--- config.mk ---
export PLATFORM = sky130hd
export DESIGN_NAME = timer_min_heap
export DESIGN_NICKNAME = d
export VERILOG_FILES = /design/src/hw/rtl/tmh_pkg.sv /design/src/hw/rtl/tmh_datapath.sv /design/src/hw/rtl/tmh_ctrl.sv /design/src/hw/rtl/timer_min_heap.sv
export SDC_FILE = /design/constraint.sdc
export NUM_CORES = 2
export LEC_CHECK = 0
export BUFFER_PORTS_ARGS = -buffer_cell sky130_fd_sc_hd__buf_4
export CAP_MARGIN = 40
export CELL_PAD_IN_SITES_DETAIL_PLACEMENT = 1
export CELL_PAD_IN_SITES_GLOBAL_PLACEMENT = 1
export CORE_UTILIZATION = 47
export DETAILED_ROUTE_END_ITERATION = 7
export PLACE_DENSITY_LB_ADDON = 0.08
export SYNTH_ARGS = -nofsm -noshare
export SYNTH_HDL_FRONTEND = slang
export SYNTH_SLANG_ARGS = --single-unit
--- constraint.sdc ---
create_clock -name i_clk -period 10.3 [get_ports i_clk]
set_clock_uncertainty 0.2 [all_clocks]
set_input_delay 2.06 -clock i_clk [delete_from_list [all_inputs] [get_ports i_clk]]
set_output_delay 2.06 -clock i_clk [all_outputs]
set_load 0.01 [all_outputs]
--- src/hw/rtl/tmh_pkg.sv ---
// Shared types, codes and constants of the timer min-heap.
package tmh_pkg;

    localparam int ID_W      = 5;
    localparam int ID_COUNT  = 32;
    localparam int OP_W      = 2;
    localparam int ST_W      = 3;
    localparam int OCC_W     = 6;
    localparam int POP_W     = 6;
    localparam int TIME_IN_W = 32;

    localparam logic [OP_W-1:0] OP_ADD    = 2'd0;
    localparam logic [OP_W-1:0] OP_ADJUST = 2'd1;
    localparam logic [OP_W-1:0] OP_DELETE = 2'd2;
    localparam logic [OP_W-1:0] OP_TICK   = 2'd3;

    localparam logic [ST_W-1:0] ST_DONE    = 3'd0;
    localparam logic [ST_W-1:0] ST_EXPIRED = 3'd1;
    localparam logic [ST_W-1:0] ST_NONE    = 3'd2;
    localparam logic [ST_W-1:0] ST_ABSENT  = 3'd3;
    localparam logic [ST_W-1:0] ST_FULL    = 3'd4;
    localparam logic [ST_W-1:0] ST_PRESENT = 3'd5;

    // heap read address select
    localparam logic [2:0] HA_ROOT   = 3'd0;
    localparam logic [2:0] HA_END    = 3'd1;
    localparam logic [2:0] HA_PARENT = 3'd2;
    localparam logic [2:0] HA_LEFT   = 3'd3;
    localparam logic [2:0] HA_RIGHT  = 3'd4;

    // datapath actions
    localparam logic [3:0] ACT_NONE  = 4'd0;
    localparam logic [3:0] ACT_ADD   = 4'd1;
    localparam logic [3:0] ACT_ADJ   = 4'd2;
    localparam logic [3:0] ACT_DEL   = 4'd3;
    localparam logic [3:0] ACT_MV    = 4'd4;
    localparam logic [3:0] ACT_POP   = 4'd5;
    localparam logic [3:0] ACT_UPMV  = 4'd6;
    localparam logic [3:0] ACT_CHL   = 4'd7;
    localparam logic [3:0] ACT_CHR   = 4'd8;
    localparam logic [3:0] ACT_DNMV  = 4'd9;
    localparam logic [3:0] ACT_PLACE = 4'd10;

    typedef struct packed {
        logic [OP_W-1:0]      operation;
        logic [ID_W-1:0]      timer_id;
        logic [TIME_IN_W-1:0] expire_time;
        logic [TIME_IN_W-1:0] current_time;
    } t_in_item;

    typedef struct packed {
        logic [ID_W-1:0]  fired_id;
        logic [ST_W-1:0]  status;
        logic             last;
        logic [OCC_W-1:0] occupancy;
    } t_out_item;

    typedef struct packed {
        logic            ld_in;
        logic            hrd;
        logic [2:0]      hsel;
        logic            prd;
        logic [3:0]      act;
        logic            emit;
        logic [ST_W-1:0] e_st;
        logic            e_last;
    } t_dp_cmd;

    typedef struct packed {
        logic [OP_W-1:0] op;
        logic            present;
        logic            full;
        logic            cnt_zero;
        logic            pos_zero;
        logic            pos_ge_cnt;
        logic            up_less;
        logic            has_left;
        logic            has_right;
        logic            down_more;
        logic            root_due;
        logic            n_max;
        logic            pend;
        logic            out_free;
    } t_dp_sts;

endpackage

--- src/hw/rtl/tmh_datapath.sv ---
// Heap and position memories, sift registers and output register.
module tmh_datapath #(
    parameter int CAPACITY  = 32,
    parameter int TIME_BITS = 32
) (
    input  logic               i_clk,
    input  logic               i_rst_n,
    input  tmh_pkg::t_in_item  i_in_data,
    input  tmh_pkg::t_dp_cmd   i_cmd,
    input  logic               i_out_stall,
    output tmh_pkg::t_dp_sts   o_sts,
    output logic               o_out_valid,
    output tmh_pkg::t_out_item o_out_data
);
    import tmh_pkg::*;

    localparam int CW = $clog2(CAPACITY);
    localparam int NW = $clog2(CAPACITY + 1);
    localparam int XW = CW + 2;

    typedef struct packed {
        logic [ID_W-1:0]      id;
        logic [TIME_BITS-1:0] exp;
    } t_slot;

    t_slot                r_heap [CAPACITY];
    logic [CW-1:0]        r_posm [ID_COUNT];

    logic [OP_W-1:0]      r_op;
    logic [ID_W-1:0]      r_id;
    logic [TIME_BITS-1:0] r_exp;
    logic [TIME_BITS-1:0] r_now;
    logic [NW-1:0]        r_cnt;
    logic [CW-1:0]        r_pos;
    t_slot                r_mv;
    t_slot                r_chd;
    logic [CW-1:0]        r_chd_idx;
    logic [ID_W-1:0]      r_top;
    logic [POP_W-1:0]     r_n;
    logic [ID_COUNT-1:0]  r_present;
    t_slot                r_hrd;
    logic [CW-1:0]        r_prd;
    logic                 r_o_valid;
    t_out_item            r_o_data;

    logic [63:0]          w_e64;
    logic [63:0]          w_n64;
    logic [XW-1:0]        w_lft;
    logic [XW-1:0]        w_rgt;
    logic [CW-1:0]        w_par;
    logic [CW-1:0]        w_haddr;
    logic                 w_hwe;
    t_slot                w_hwd;
    logic                 w_out_free;

    assign w_e64 = {32'd0, i_in_data.expire_time};
    assign w_n64 = {32'd0, i_in_data.current_time};
    assign w_lft = {1'b0, r_pos, 1'b0} + XW'(1);
    assign w_rgt = w_lft + XW'(1);
    assign w_par = (r_pos - CW'(1)) >> 1;
    assign w_out_free = !r_o_valid || !i_out_stall;

    always_comb begin
        case (i_cmd.hsel)
            HA_ROOT:   w_haddr = '0;
            HA_END:    w_haddr = r_cnt[CW-1:0];
            HA_PARENT: w_haddr = w_par;
            HA_LEFT:   w_haddr = w_lft[CW-1:0];
            HA_RIGHT:  w_haddr = w_rgt[CW-1:0];
            default:   w_haddr = '0;
        endcase
    end

    always_comb begin
        w_hwe = 1'b0;
        w_hwd = r_mv;
        case (i_cmd.act)
            ACT_UPMV: begin
                w_hwe = 1'b1;
                w_hwd = r_hrd;
            end
            ACT_DNMV: begin
                w_hwe = 1'b1;
                w_hwd = r_chd;
            end
            ACT_PLACE: w_hwe = 1'b1;
            default:   w_hwe = 1'b0;
        endcase
    end

    // memories: one write and one registered read each per cycle
    always_ff @(posedge i_clk) begin
        if (w_hwe) begin
            r_heap[r_pos]    <= w_hwd;
            r_posm[w_hwd.id] <= r_pos;
        end
        if (i_cmd.hrd) begin
            r_hrd <= r_heap[w_haddr];
        end
        if (i_cmd.prd) begin
            r_prd <= r_posm[r_id];
        end
    end

    // payload registers
    always_ff @(posedge i_clk) begin
        if (i_cmd.ld_in) begin
            r_op  <= i_in_data.operation;
            r_id  <= i_in_data.timer_id;
            r_exp <= w_e64[TIME_BITS-1:0];
            r_now <= w_n64[TIME_BITS-1:0];
        end
        case (i_cmd.act)
            ACT_ADD: begin
                r_mv  <= '{id: r_id, exp: r_exp};
                r_pos <= r_cnt[CW-1:0];
            end
            ACT_ADJ: begin
                r_mv  <= '{id: r_id, exp: r_exp};
                r_pos <= r_prd;
            end
            ACT_DEL:  r_pos <= r_prd;
            ACT_MV:   r_mv  <= r_hrd;
            ACT_POP: begin
                r_top <= r_hrd.id;
                r_pos <= '0;
            end
            ACT_UPMV: r_pos <= w_par;
            ACT_CHL: begin
                r_chd     <= r_hrd;
                r_chd_idx <= w_lft[CW-1:0];
            end
            ACT_CHR: begin
                if (r_hrd.exp < r_chd.exp) begin
                    r_chd     <= r_hrd;
                    r_chd_idx <= w_rgt[CW-1:0];
                end
            end
            ACT_DNMV: r_pos <= r_chd_idx;
            default: ;
        endcase
        if (i_cmd.emit && w_out_free) begin
            r_o_data.status    <= i_cmd.e_st;
            r_o_data.last      <= i_cmd.e_last;
            r_o_data.occupancy <= OCC_W'(r_cnt);
            if (i_cmd.e_st == ST_NONE) begin
                r_o_data.fired_id <= '0;
            end else if (i_cmd.e_st == ST_EXPIRED) begin
                r_o_data.fired_id <= r_top;
            end else begin
                r_o_data.fired_id <= r_id;
            end
        end
    end

    // control state
    always_ff @(posedge i_clk) begin
        if (!i_rst_n) begin
            r_cnt     <= '0;
            r_present <= '0;
            r_n       <= '0;
            r_o_valid <= 1'b0;
        end else begin
            if (i_cmd.ld_in) begin
                r_n <= '0;
            end
            case (i_cmd.act)
                ACT_ADD: begin
                    r_cnt           <= r_cnt + NW'(1);
                    r_present[r_id] <= 1'b1;
                end
                ACT_DEL: begin
                    r_cnt           <= r_cnt - NW'(1);
                    r_present[r_id] <= 1'b0;
                end
                ACT_POP: begin
                    r_cnt               <= r_cnt - NW'(1);
                    r_present[r_hrd.id] <= 1'b0;
                    r_n                 <= r_n + POP_W'(1);
                end
                default: ;
            endcase
            if (i_cmd.emit && w_out_free) begin
                r_o_valid <= 1'b1;
            end else if (!i_out_stall) begin
                r_o_valid <= 1'b0;
            end
        end
    end

    always_comb begin
        o_sts.op         = r_op;
        o_sts.present    = r_present[r_id];
        o_sts.full       = r_cnt >= NW'(CAPACITY);
        o_sts.cnt_zero   = r_cnt == '0;
        o_sts.pos_zero   = r_pos == '0;
        o_sts.pos_ge_cnt = NW'(r_pos) >= r_cnt;
        o_sts.up_less    = r_mv.exp < r_hrd.exp;
        o_sts.has_left   = w_lft < XW'(r_cnt);
        o_sts.has_right  = w_rgt < XW'(r_cnt);
        o_sts.down_more  = r_mv.exp > r_chd.exp;
        o_sts.root_due   = r_hrd.exp <= r_now;
        o_sts.n_max      = r_n == POP_W'(ID_COUNT);
        o_sts.pend       = r_n != '0;
        o_sts.out_free   = w_out_free;
    end

    assign o_out_valid = r_o_valid;
    assign o_out_data  = r_o_data;

endmodule

--- src/hw/rtl/tmh_ctrl.sv ---
// Operation sequencer of the timer min-heap.
module tmh_ctrl (
    input  logic             i_clk,
    input  logic             i_rst_n,
    input  logic             i_in_valid,
    output logic             o_in_stall,
    input  tmh_pkg::t_dp_sts i_sts,
    output tmh_pkg::t_dp_cmd o_cmd
);
    import tmh_pkg::*;

    localparam logic [3:0] S_IDLE   = 4'd0;
    localparam logic [3:0] S_DISP   = 4'd1;
    localparam logic [3:0] S_POS_W  = 4'd2;
    localparam logic [3:0] S_DL_CHK = 4'd3;
    localparam logic [3:0] S_MV_W   = 4'd4;
    localparam logic [3:0] S_UP_CHK = 4'd5;
    localparam logic [3:0] S_UP_CMP = 4'd6;
    localparam logic [3:0] S_DN_L   = 4'd7;
    localparam logic [3:0] S_DN_LW  = 4'd8;
    localparam logic [3:0] S_DN_RW  = 4'd9;
    localparam logic [3:0] S_DN_CMP = 4'd10;
    localparam logic [3:0] S_TK_RD  = 4'd11;
    localparam logic [3:0] S_TK_CHK = 4'd12;
    localparam logic [3:0] S_TK_POP = 4'd13;
    localparam logic [3:0] S_EMIT   = 4'd14;

    logic [3:0]      r_state;
    logic [3:0]      n_state;
    logic [ST_W-1:0] r_est;
    logic [ST_W-1:0] n_est;
    logic            w_due;
    logic [3:0]      w_place_next;

    assign o_in_stall   = r_state != S_IDLE;
    assign w_due        = !i_sts.cnt_zero && i_sts.root_due && !i_sts.n_max;
    assign w_place_next = (i_sts.op == OP_TICK) ? S_TK_RD : S_EMIT;

    always_comb begin
        n_state = r_state;
        n_est   = r_est;
        o_cmd   = '0;
        unique case (r_state)
            S_IDLE: begin
                if (i_in_valid) begin
                    o_cmd.ld_in = 1'b1;
                    n_state     = S_DISP;
                end
            end
            S_DISP: begin
                unique case (i_sts.op)
                    OP_ADD: begin
                        if (i_sts.present) begin
                            n_est   = ST_PRESENT;
                            n_state = S_EMIT;
                        end else if (i_sts.full) begin
                            n_est   = ST_FULL;
                            n_state = S_EMIT;
                        end else begin
                            o_cmd.act = ACT_ADD;
                            n_state   = S_UP_CHK;
                        end
                    end
                    OP_ADJUST, OP_DELETE: begin
                        if (!i_sts.present) begin
                            n_est   = ST_ABSENT;
                            n_state = S_EMIT;
                        end else begin
                            o_cmd.prd = 1'b1;
                            n_state   = S_POS_W;
                        end
                    end
                    OP_TICK: begin
                        if (i_sts.cnt_zero) begin
                            n_est   = ST_NONE;
                            n_state = S_EMIT;
                        end else begin
                            o_cmd.hrd  = 1'b1;
                            o_cmd.hsel = HA_ROOT;
                            n_state    = S_TK_CHK;
                        end
                    end
                    default: n_state = S_IDLE;
                endcase
            end
            S_POS_W: begin
                if (i_sts.op == OP_ADJUST) begin
                    o_cmd.act = ACT_ADJ;
                    n_state   = S_UP_CHK;
                end else begin
                    o_cmd.act = ACT_DEL;
                    n_state   = S_DL_CHK;
                end
            end
            S_DL_CHK: begin
                // deleted entry was the last one: nothing to refill
                if (i_sts.pos_ge_cnt) begin
                    n_est   = ST_DONE;
                    n_state = S_EMIT;
                end else begin
                    o_cmd.hrd  = 1'b1;
                    o_cmd.hsel = HA_END;
                    n_state    = S_MV_W;
                end
            end
            S_MV_W: begin
                o_cmd.act = ACT_MV;
                n_state   = S_UP_CHK;
            end
            S_UP_CHK: begin
                if (i_sts.pos_zero) begin
                    n_state = S_DN_L;
                end else begin
                    o_cmd.hrd  = 1'b1;
                    o_cmd.hsel = HA_PARENT;
                    n_state    = S_UP_CMP;
                end
            end
            S_UP_CMP: begin
                if (i_sts.up_less) begin
                    o_cmd.act = ACT_UPMV;
                    n_state   = S_UP_CHK;
                end else begin
                    n_state = S_DN_L;
                end
            end
            S_DN_L: begin
                if (i_sts.has_left) begin
                    o_cmd.hrd  = 1'b1;
                    o_cmd.hsel = HA_LEFT;
                    n_state    = S_DN_LW;
                end else begin
                    o_cmd.act = ACT_PLACE;
                    n_est     = ST_DONE;
                    n_state   = w_place_next;
                end
            end
            S_DN_LW: begin
                o_cmd.act = ACT_CHL;
                if (i_sts.has_right) begin
                    o_cmd.hrd  = 1'b1;
                    o_cmd.hsel = HA_RIGHT;
                    n_state    = S_DN_RW;
                end else begin
                    n_state = S_DN_CMP;
                end
            end
            S_DN_RW: begin
                o_cmd.act = ACT_CHR;
                n_state   = S_DN_CMP;
            end
            S_DN_CMP: begin
                if (i_sts.down_more) begin
                    o_cmd.act = ACT_DNMV;
                    n_state   = S_DN_L;
                end else begin
                    o_cmd.act = ACT_PLACE;
                    n_est     = ST_DONE;
                    n_state   = w_place_next;
                end
            end
            S_TK_RD: begin
                if (!i_sts.cnt_zero) begin
                    o_cmd.hrd  = 1'b1;
                    o_cmd.hsel = HA_ROOT;
                end
                n_state = S_TK_CHK;
            end
            S_TK_CHK: begin
                if (i_sts.pend) begin
                    // release the previous pop once we know whether another follows
                    if (i_sts.out_free) begin
                        o_cmd.emit   = 1'b1;
                        o_cmd.e_st   = ST_EXPIRED;
                        o_cmd.e_last = !w_due;
                        if (w_due) begin
                            o_cmd.act = ACT_POP;
                            n_state   = S_TK_POP;
                        end else begin
                            n_state = S_IDLE;
                        end
                    end
                end else if (w_due) begin
                    o_cmd.act = ACT_POP;
                    n_state   = S_TK_POP;
                end else begin
                    n_est   = ST_NONE;
                    n_state = S_EMIT;
                end
            end
            S_TK_POP: begin
                if (i_sts.cnt_zero) begin
                    n_state = S_TK_CHK;
                end else begin
                    o_cmd.hrd  = 1'b1;
                    o_cmd.hsel = HA_END;
                    n_state    = S_MV_W;
                end
            end
            S_EMIT: begin
                if (i_sts.out_free) begin
                    o_cmd.emit   = 1'b1;
                    o_cmd.e_st   = r_est;
                    o_cmd.e_last = 1'b1;
                    n_state      = S_IDLE;
                end
            end
            default: n_state = S_IDLE;
        endcase
    end

    always_ff @(posedge i_clk) begin
        if (!i_rst_n) begin
            r_state <= S_IDLE;
            r_est   <= ST_DONE;
        end else begin
            r_state <= n_state;
            r_est   <= n_est;
        end
    end

endmodule

--- src/hw/rtl/timer_min_heap.sv ---
// Top level of the timer min-heap: sequencer plus heap datapath.
// An add or adjust sifts its entry up past later parents, then down past earlier children;
// a delete moves the last entry into the hole and sifts it the same way.
// Tick pops each due timer from the root, refills the root from the end and sifts it down.
// Only one transaction is in flight at a time; a stalled result holds it.
// Reset clears the occupancy, the presence flags and the handshakes; no clearing pass.
module timer_min_heap #(
    parameter int CAPACITY  = 32,
    parameter int TIME_BITS = 32
) (
    input  logic               i_clk,
    input  logic               i_rst_n,
    input  logic               i_in_valid,
    output logic               o_in_stall,
    input  tmh_pkg::t_in_item  i_in_data,
    output logic               o_out_valid,
    input  logic               i_out_stall,
    output tmh_pkg::t_out_item o_out_data
);
    import tmh_pkg::*;

    t_dp_cmd w_cmd;
    t_dp_sts w_sts;

    tmh_ctrl u_ctrl (
        .i_clk      (i_clk),
        .i_rst_n    (i_rst_n),
        .i_in_valid (i_in_valid),
        .o_in_stall (o_in_stall),
        .i_sts      (w_sts),
        .o_cmd      (w_cmd)
    );

    tmh_datapath #(
        .CAPACITY  (CAPACITY),
        .TIME_BITS (TIME_BITS)
    ) u_dp (
        .i_clk       (i_clk),
        .i_rst_n     (i_rst_n),
        .i_in_data   (i_in_data),
        .i_cmd       (w_cmd),
        .i_out_stall (i_out_stall),
        .o_sts       (w_sts),
        .o_out_valid (o_out_valid),
        .o_out_data  (o_out_data)
    );

endmodule
-- Yosys cells after proc, flatten, opt, wreduce, memory -nomap -nowiden
Memory sizes are Yosys's and may differ from the RTL's. A register that Yosys moved wholly into a read port is not among the register bits.
Index checks and enable logic that the tools add are counted.
- register bits after elaboration: 227
- memory bits (writable): 1344
- input bits: 75
- output and inout bits: 17
- word-level logic and storage cells: 208
- memories kept: 2
- memories (memory ; depth ; width ; rd ports ; clocked after memory_dff ; write ports ; RTL line ; RTL):
    u_dp.r_heap ; 32 ; 37 ; 1 ; 1 ; 1 ; tmh_datapath.sv:26 ; t_slot r_heap [CAPACITY];
    u_dp.r_posm ; 32 ; 5 ; 1 ; 1 ; 1 ; tmh_datapath.sv:27 ; logic [CW-1:0] r_posm [ID_COUNT];
- add/subtract/negate cells: 6
- $lt $le $gt $ge: 12
- equality and inequality tests: 47
- muxes and demuxes: 83
- bitwise gates (word level): 5
- reductions and logical operators: 32
- operators by type and width (cell ; count):
    $pmux W37 S2 ; 3
    $pmux W32 S3 ; 1
    $mux W4 ; 23
    $and A32 B32 Y32 ; 2
    $lt A32 B32 Y1 ; 2
    $not A32 Y32 ; 2
    $pmux W4 S15 ; 1
    $eq A4 B4 Y1 const B ; 10
    $mux W3 ; 13
    $mux W37 ; 1
    $pmux W4 S9 ; 1
    $eq A4 B3 Y1 const B ; 8
    $gt A32 B32 Y1 ; 1
    $le A32 B32 Y1 ; 1
    $or A32 B32 Y32 ; 1
    $pmux W4 S7 ; 1
    $pmux W5 S5 ; 1
    $mux W5 ; 4
    $pmux W5 S2 ; 2
    $pmux W5 S4 ; 1
    $eq A4 B2 Y1 const B ; 4
    $mux W1 ; 16
    $pmux W3 S5 ; 1
    $lt A7 B6 Y1 ; 2
    46 further kinds ; 83

-- Longest topological paths before layout
- depth after elaboration: 13
- mapped depth: 22

-- Hierarchy
A second synthesis with hierarchy kept.
- cell total of the unflattened synthesis: 3538
- area, all modules: 66113.4 um^2
- by module, submodules not included (module ; times used ; cells each ; area each (um^2) ; seq. area each (um^2)):
    tmh_datapath ; 1 ; 3377 ; 65016.1 ; 47775.8
    tmh_ctrl ; 1 ; 161 ; 1097.3 ; 140.1

-- Least setup slack after synthesis
Ideal clock, no wire load.
- kind: reg-to-reg
- start: register, netlist name u_dp.r_hrd[27]
- end: memory u_dp.r_posm[11][0] (netlist bit), enable pin
- arrival time: 4685 ps
- data required time: 9719 ps
- path slack: 5033 ps
- stages on the path, launching flop included: 13
- buffers on the path: 0
- period minus slack after synthesis: 5267 ps
- cells stage by stage: edfxtp_1 -> inv_1 -> ha_1 -> nand3_1 -> nor2_1 -> nand2_1 -> nor4_1 -> o211ai_1 -> nand3_1 -> nor2_2 -> o311ai_1 -> o211ai_1 -> nor4_1
- RTL lines (item ; RTL line):
    end: declaration ; tmh_datapath.sv:27

-- Worst setup path in the final report
- start: register u_dp.r_pos[0]
- end: register, netlist name u_dp.r_hrd[21]
- word-level cells in the longest chain between the ends: 7
- elaborated cells between the ends (all ways): 17
- classes of those cells: 3 x add/sub; 3 x order compare; 4 x eq/ne; 6 x mux; 1 x reduce/logical
- ends and longest elaborated chain (item ; RTL line ; RTL):
    start: declaration ; tmh_datapath.sv:34 ; logic [CW-1:0] r_pos;
    start signal: assignment ; tmh_datapath.sv:116 ; r_pos <= r_cnt[CW-1:0];
    start signal: assignment ; tmh_datapath.sv:120 ; r_pos <= r_prd;
    start signal: assignment ; tmh_datapath.sv:122 ; ACT_DEL: r_pos <= r_prd;
    $add A6 B1 Y7 ; tmh_datapath.sv:58 ; assign w_lft = {1'b0, r_pos, 1'b0} + XW'(1);
    $add A7 B1 Y7 ; tmh_datapath.sv:59 ; assign w_rgt = w_lft + XW'(1);
    $lt A7 B6 Y1 ; tmh_datapath.sv:200 ; o_sts.has_right = w_rgt < XW'(r_cnt);
    $mux W4 ; tmh_ctrl.sv:140 ; if (i_sts.has_right) begin
    $pmux W4 S7 ; tmh_ctrl.sv:43 ; unique case (r_state)
    $eq A3 B3 Y1, or another cell as far along ; tmh_datapath.sv:64 ; case (i_cmd.hsel)
    $pmux W5 S4 ; tmh_datapath.sv:64 ;
Parallel ways exist; a longest one is shown, timed or not.
A chain may end at the register's enable or synchronous reset.

==> results.py <==
metrics = {
    "yosys": {
        "synth-seq-area-share_pct": 71.7,
        "synthCells": 4680,
        "yosys.area_share.simple_pct": 11.8,
        "ys_top_cells_by_count": "edfxtp_1 (1561), nand2_1 (916), nand3_1 (313)",
        "synth_fp_nets": 4912,
        "synth-seq-cells": 1613,
        "netlist_area_sq_um": 66800,
        "synth_fa_ha_area_share_pct": 2.95,
        "muxShareOfSynthArea_pct": 5.09,
        "synth_top_family_by_area": "simple AND/OR/NAND/NOR gates",
        "yosys.area_share.xor_xnor_pct": 0.183,
        "synth_compound_area_share_pct": 5.84,
        "synth_edf_count": 1561,
        "syn_area_per_cell_sq_um": 14.3,
        "synth_top_area_share_pct": 70.1,
        "synth_cell_types": 79,
        "synth_most_common_cell": "edfxtp_1",
        "yosys-top-cells-area": "edfxtp_1 (70%), nand2_1 (5.1%), ha_1 (2.9%), mux2i_1 (2.7%), nand3_1 (2.3%)",
        "ys_warn_count": 0,
        "ys_dominant_reg_cell": "edfxtp_1",
        "async_flop_share_pct": 0,
        "yosys.area.top_type": "edfxtp_1",
    },
    "pwr": {
        "power_w": 0.0171,
        "ir_drop_uv": 236,
        "powerDensity_nw_per_um2": 224,
        "p_leak_nw": 25.7,
    },
    "critical_path": {
        "start_kind": "register",
        "end_kind": "register",
        "cp_data_arrival_time_ps": 6430,
        "crit_type": "reg -> reg",
        "crit_path_max_fanout": 63,
        "r2r_setup_slack_ps": 4230,
        "critPathRequiredTime_ps": 10660,
    },
    "cts": {
        "clk_root_buffer_cell": "clkbuf_16",
        "path_clk_slew_ps": 60,
        "worst_skew_pair.late_latency_ps": 810,
        "numCtsBuffers": 170,
        "clock_sinks": 1613,
        "h-tree-depth": 4,
        "post_cts_buffers": 0,
        "post_cts_resized": 0,
        "tritoncts": "yes",
        "hold_buffers": 0,
        "clockBufferDepth": 3,
    },
    "global_route": {
        "grt_max_degree": 139,
        "antenna_found_initial": 7,
        "grt_pass1_vias": 42700,
        "grt_pass1_wl_um": 297000,
        "overflow": 0,
        "grt_use_total_pct": 28.7,
    },
    "die": {
        "core_area_sq_um": 140000,
        "pin_count": 92,
        "num_rows": 137,
        "fp.dieW_um": 379,
        "die_y_um": 379,
        "initial_core_util_pct": 47.7,
        "dieArea_sq_um": 144000,
    },
    "route": {
        "initialDrtViolationCount": 4395,
        "vias": 42300,
        "wl_um": 206000,
        "drt-pass1-iter-count": 5,
        "viasPerCell": 6.12,
        "ant_nets": 0,
        "wire_per_inst_um": 29.8,
        "post-route-drc-count": 0,
    },
    "sta": {
        "grt_setup_unrepaired": "false",
        "fmax_mhz": 165,
        "layout_setup_ws_ps": 4230,
        "hold_viol": 0,
        "whs_ps": 275,
        "tightest_slew_ps": 975,
        "fin_crit_sh_pct": 58.9,
        "relSlewSlack_pct": 35.0,
        "slew_violations": 0,
        "period_minus_slack_ps": 6070,
        "finalSetupViolCount": 0,
        "fin_setup_tns_ps": 0,
    },
    "place": {
        "gp_congestion": 0.854,
        "dp.final_hpwl_um": 122000,
        "dpl_worst_slack_ps": 4230,
        "port_buffers": 91,
    },
    "status": {
        "status": "completed",
    },
    "finish": {
        "ff_latch_area_sq_um": 47900,
        "multi_input_area_sq_um": 17600,
        "area_growth_pct": 14.3,
        "nets": 5126,
        "n_antenna_cell": 0,
        "drive_gt1_share_pct": 13.6,
        "nFillCells": 13500,
    },
    "flow_run": {
        "cap_viol_max_count": 0,
    },
    "worst_hold_path": {
        "hold_path.class": "reg -> reg",
    },
}
## critical path: stages, from the launching register on
cell      delay (ps)
edfxtp_1         340
buf_4            380
inv_1            240
ha_1             380
ha_1             300
o21ai_0          160
a21oi_1           80
o31a_1           290
or4_4            520
a221oi_4         440
buf_4            680
buf_4            790
nand2_1          150
a32oi_1          280
nand4_1          220
nor3_1           340
## sequential cells by signal, summed over array words and instances (netlist names), 3 cells and up
name and count:
u_dp.r_mv 37, u_dp.r_pos 5, u_dp.r_top 5, u_dp.r_id 5, u_dp.r_now 32, u_dp.r_exp 32
u_dp.r_chd_idx 5, u_dp.r_posm 160, u_dp.r_hrd 37, u_dp.r_prd 5, u_dp.o_out_data 15, u_dp.r_heap 1184
u_ctrl.r_state 4, u_dp.r_n 6, u_dp.r_present 32, u_dp.r_cnt 6, u_dp.r_chd 37, u_ctrl.r_est 3
## stage by stage
stage / utilization, % / cell area, sq um / std cells
floorplan: - / 66800 / 4680
global placement: 50.0 / 70100 / 6533
detailed placement: 50.6 / 71000 / 6597
CTS: 54.5 / 76400 / 6906
global route: 54.5 / 76400 / 6907
finish: 54.5 / 76400 / 6907
## per-layer routing
layer	share of wire [%]	wire length, um	GRT usage, %
met1	45	91700	41.8
met2	47	96000	45.1
met3	6.2	12800	3.93
met4	2.6	5260	8.03
met5	0	0	0
## layout by cell type (no fill, tap or decap), types with 20 or more instances in the layout
cell / n
nand3_1: 312
a221o_1: 32
edfxtp_1: 1561
mux4_2: 48
nor2_4: 48
nor3_1: 82
a32oi_1: 152
a21oi_1: 79
buf_16: 20
mux2_2: 45
nor4_1: 39
buf_4: 214
a22oi_1: 27
mux2i_1: 181
buf_2: 20
a21o_1: 40
nand4_1: 134
inv_1: 123
ha_1: 156
dfxtp_1: 52
nor2_1: 91
nand2_1: 916
o21a_1: 21
clkbuf_1: 40
clkinv_1: 41
clkbuf_16: 174
o21ai_0: 59
clkinv_2: 28
## worst paths after layout
kind | cells past startpoint | from | end
hold / removal | 2 | u_ctrl.r_est[1]$_SDFFE_PN0P_ | u_ctrl.r_est[1]$_SDFFE_PN0P_
setup / recovery | 15 | u_dp.r_pos[0]$_DFFE_PP_ | u_dp.r_hrd[21]$_DFFE_PP_
hold reg to reg | 2 | u_ctrl.r_est[1]$_SDFFE_PN0P_ | u_ctrl.r_est[1]$_SDFFE_PN0P_
setup reg to reg | 15 | u_dp.r_pos[0]$_DFFE_PP_ | u_dp.r_hrd[21]$_DFFE_PP_
## final cells by class
| type | count | area share [%] |
|---|---|---|
| Sequential cell | 1613 | 62.7 |
| Multi-Input combinational cell | 2701 | 23.1 |
| Clock buffer | 214 | 5.90 |
| Timing Repair Buffer | 281 | 3.42 |
| Tap cell | 1876 | 3.07 |
| Clock inverter | 95 | 1.16 |
| Inverter | 127 | 0.626 |
## kinds of logic after synthesis
logic type,after synthesis
buf+inv,366
flops,1613
mux,274
simple gates,1735
xor+xnor,14
compound gates,521
fa+ha+maj,157
## report_power, final
part           internal [W]  switching [W]  leakage, nW  total, W
Sequential          0.00799       0.000310         14.5   0.00830
Combinational      0.000838        0.00196         8.63   0.00280
Clock               0.00341        0.00258         2.62   0.00599
Power figures use the tool's default switching activity.
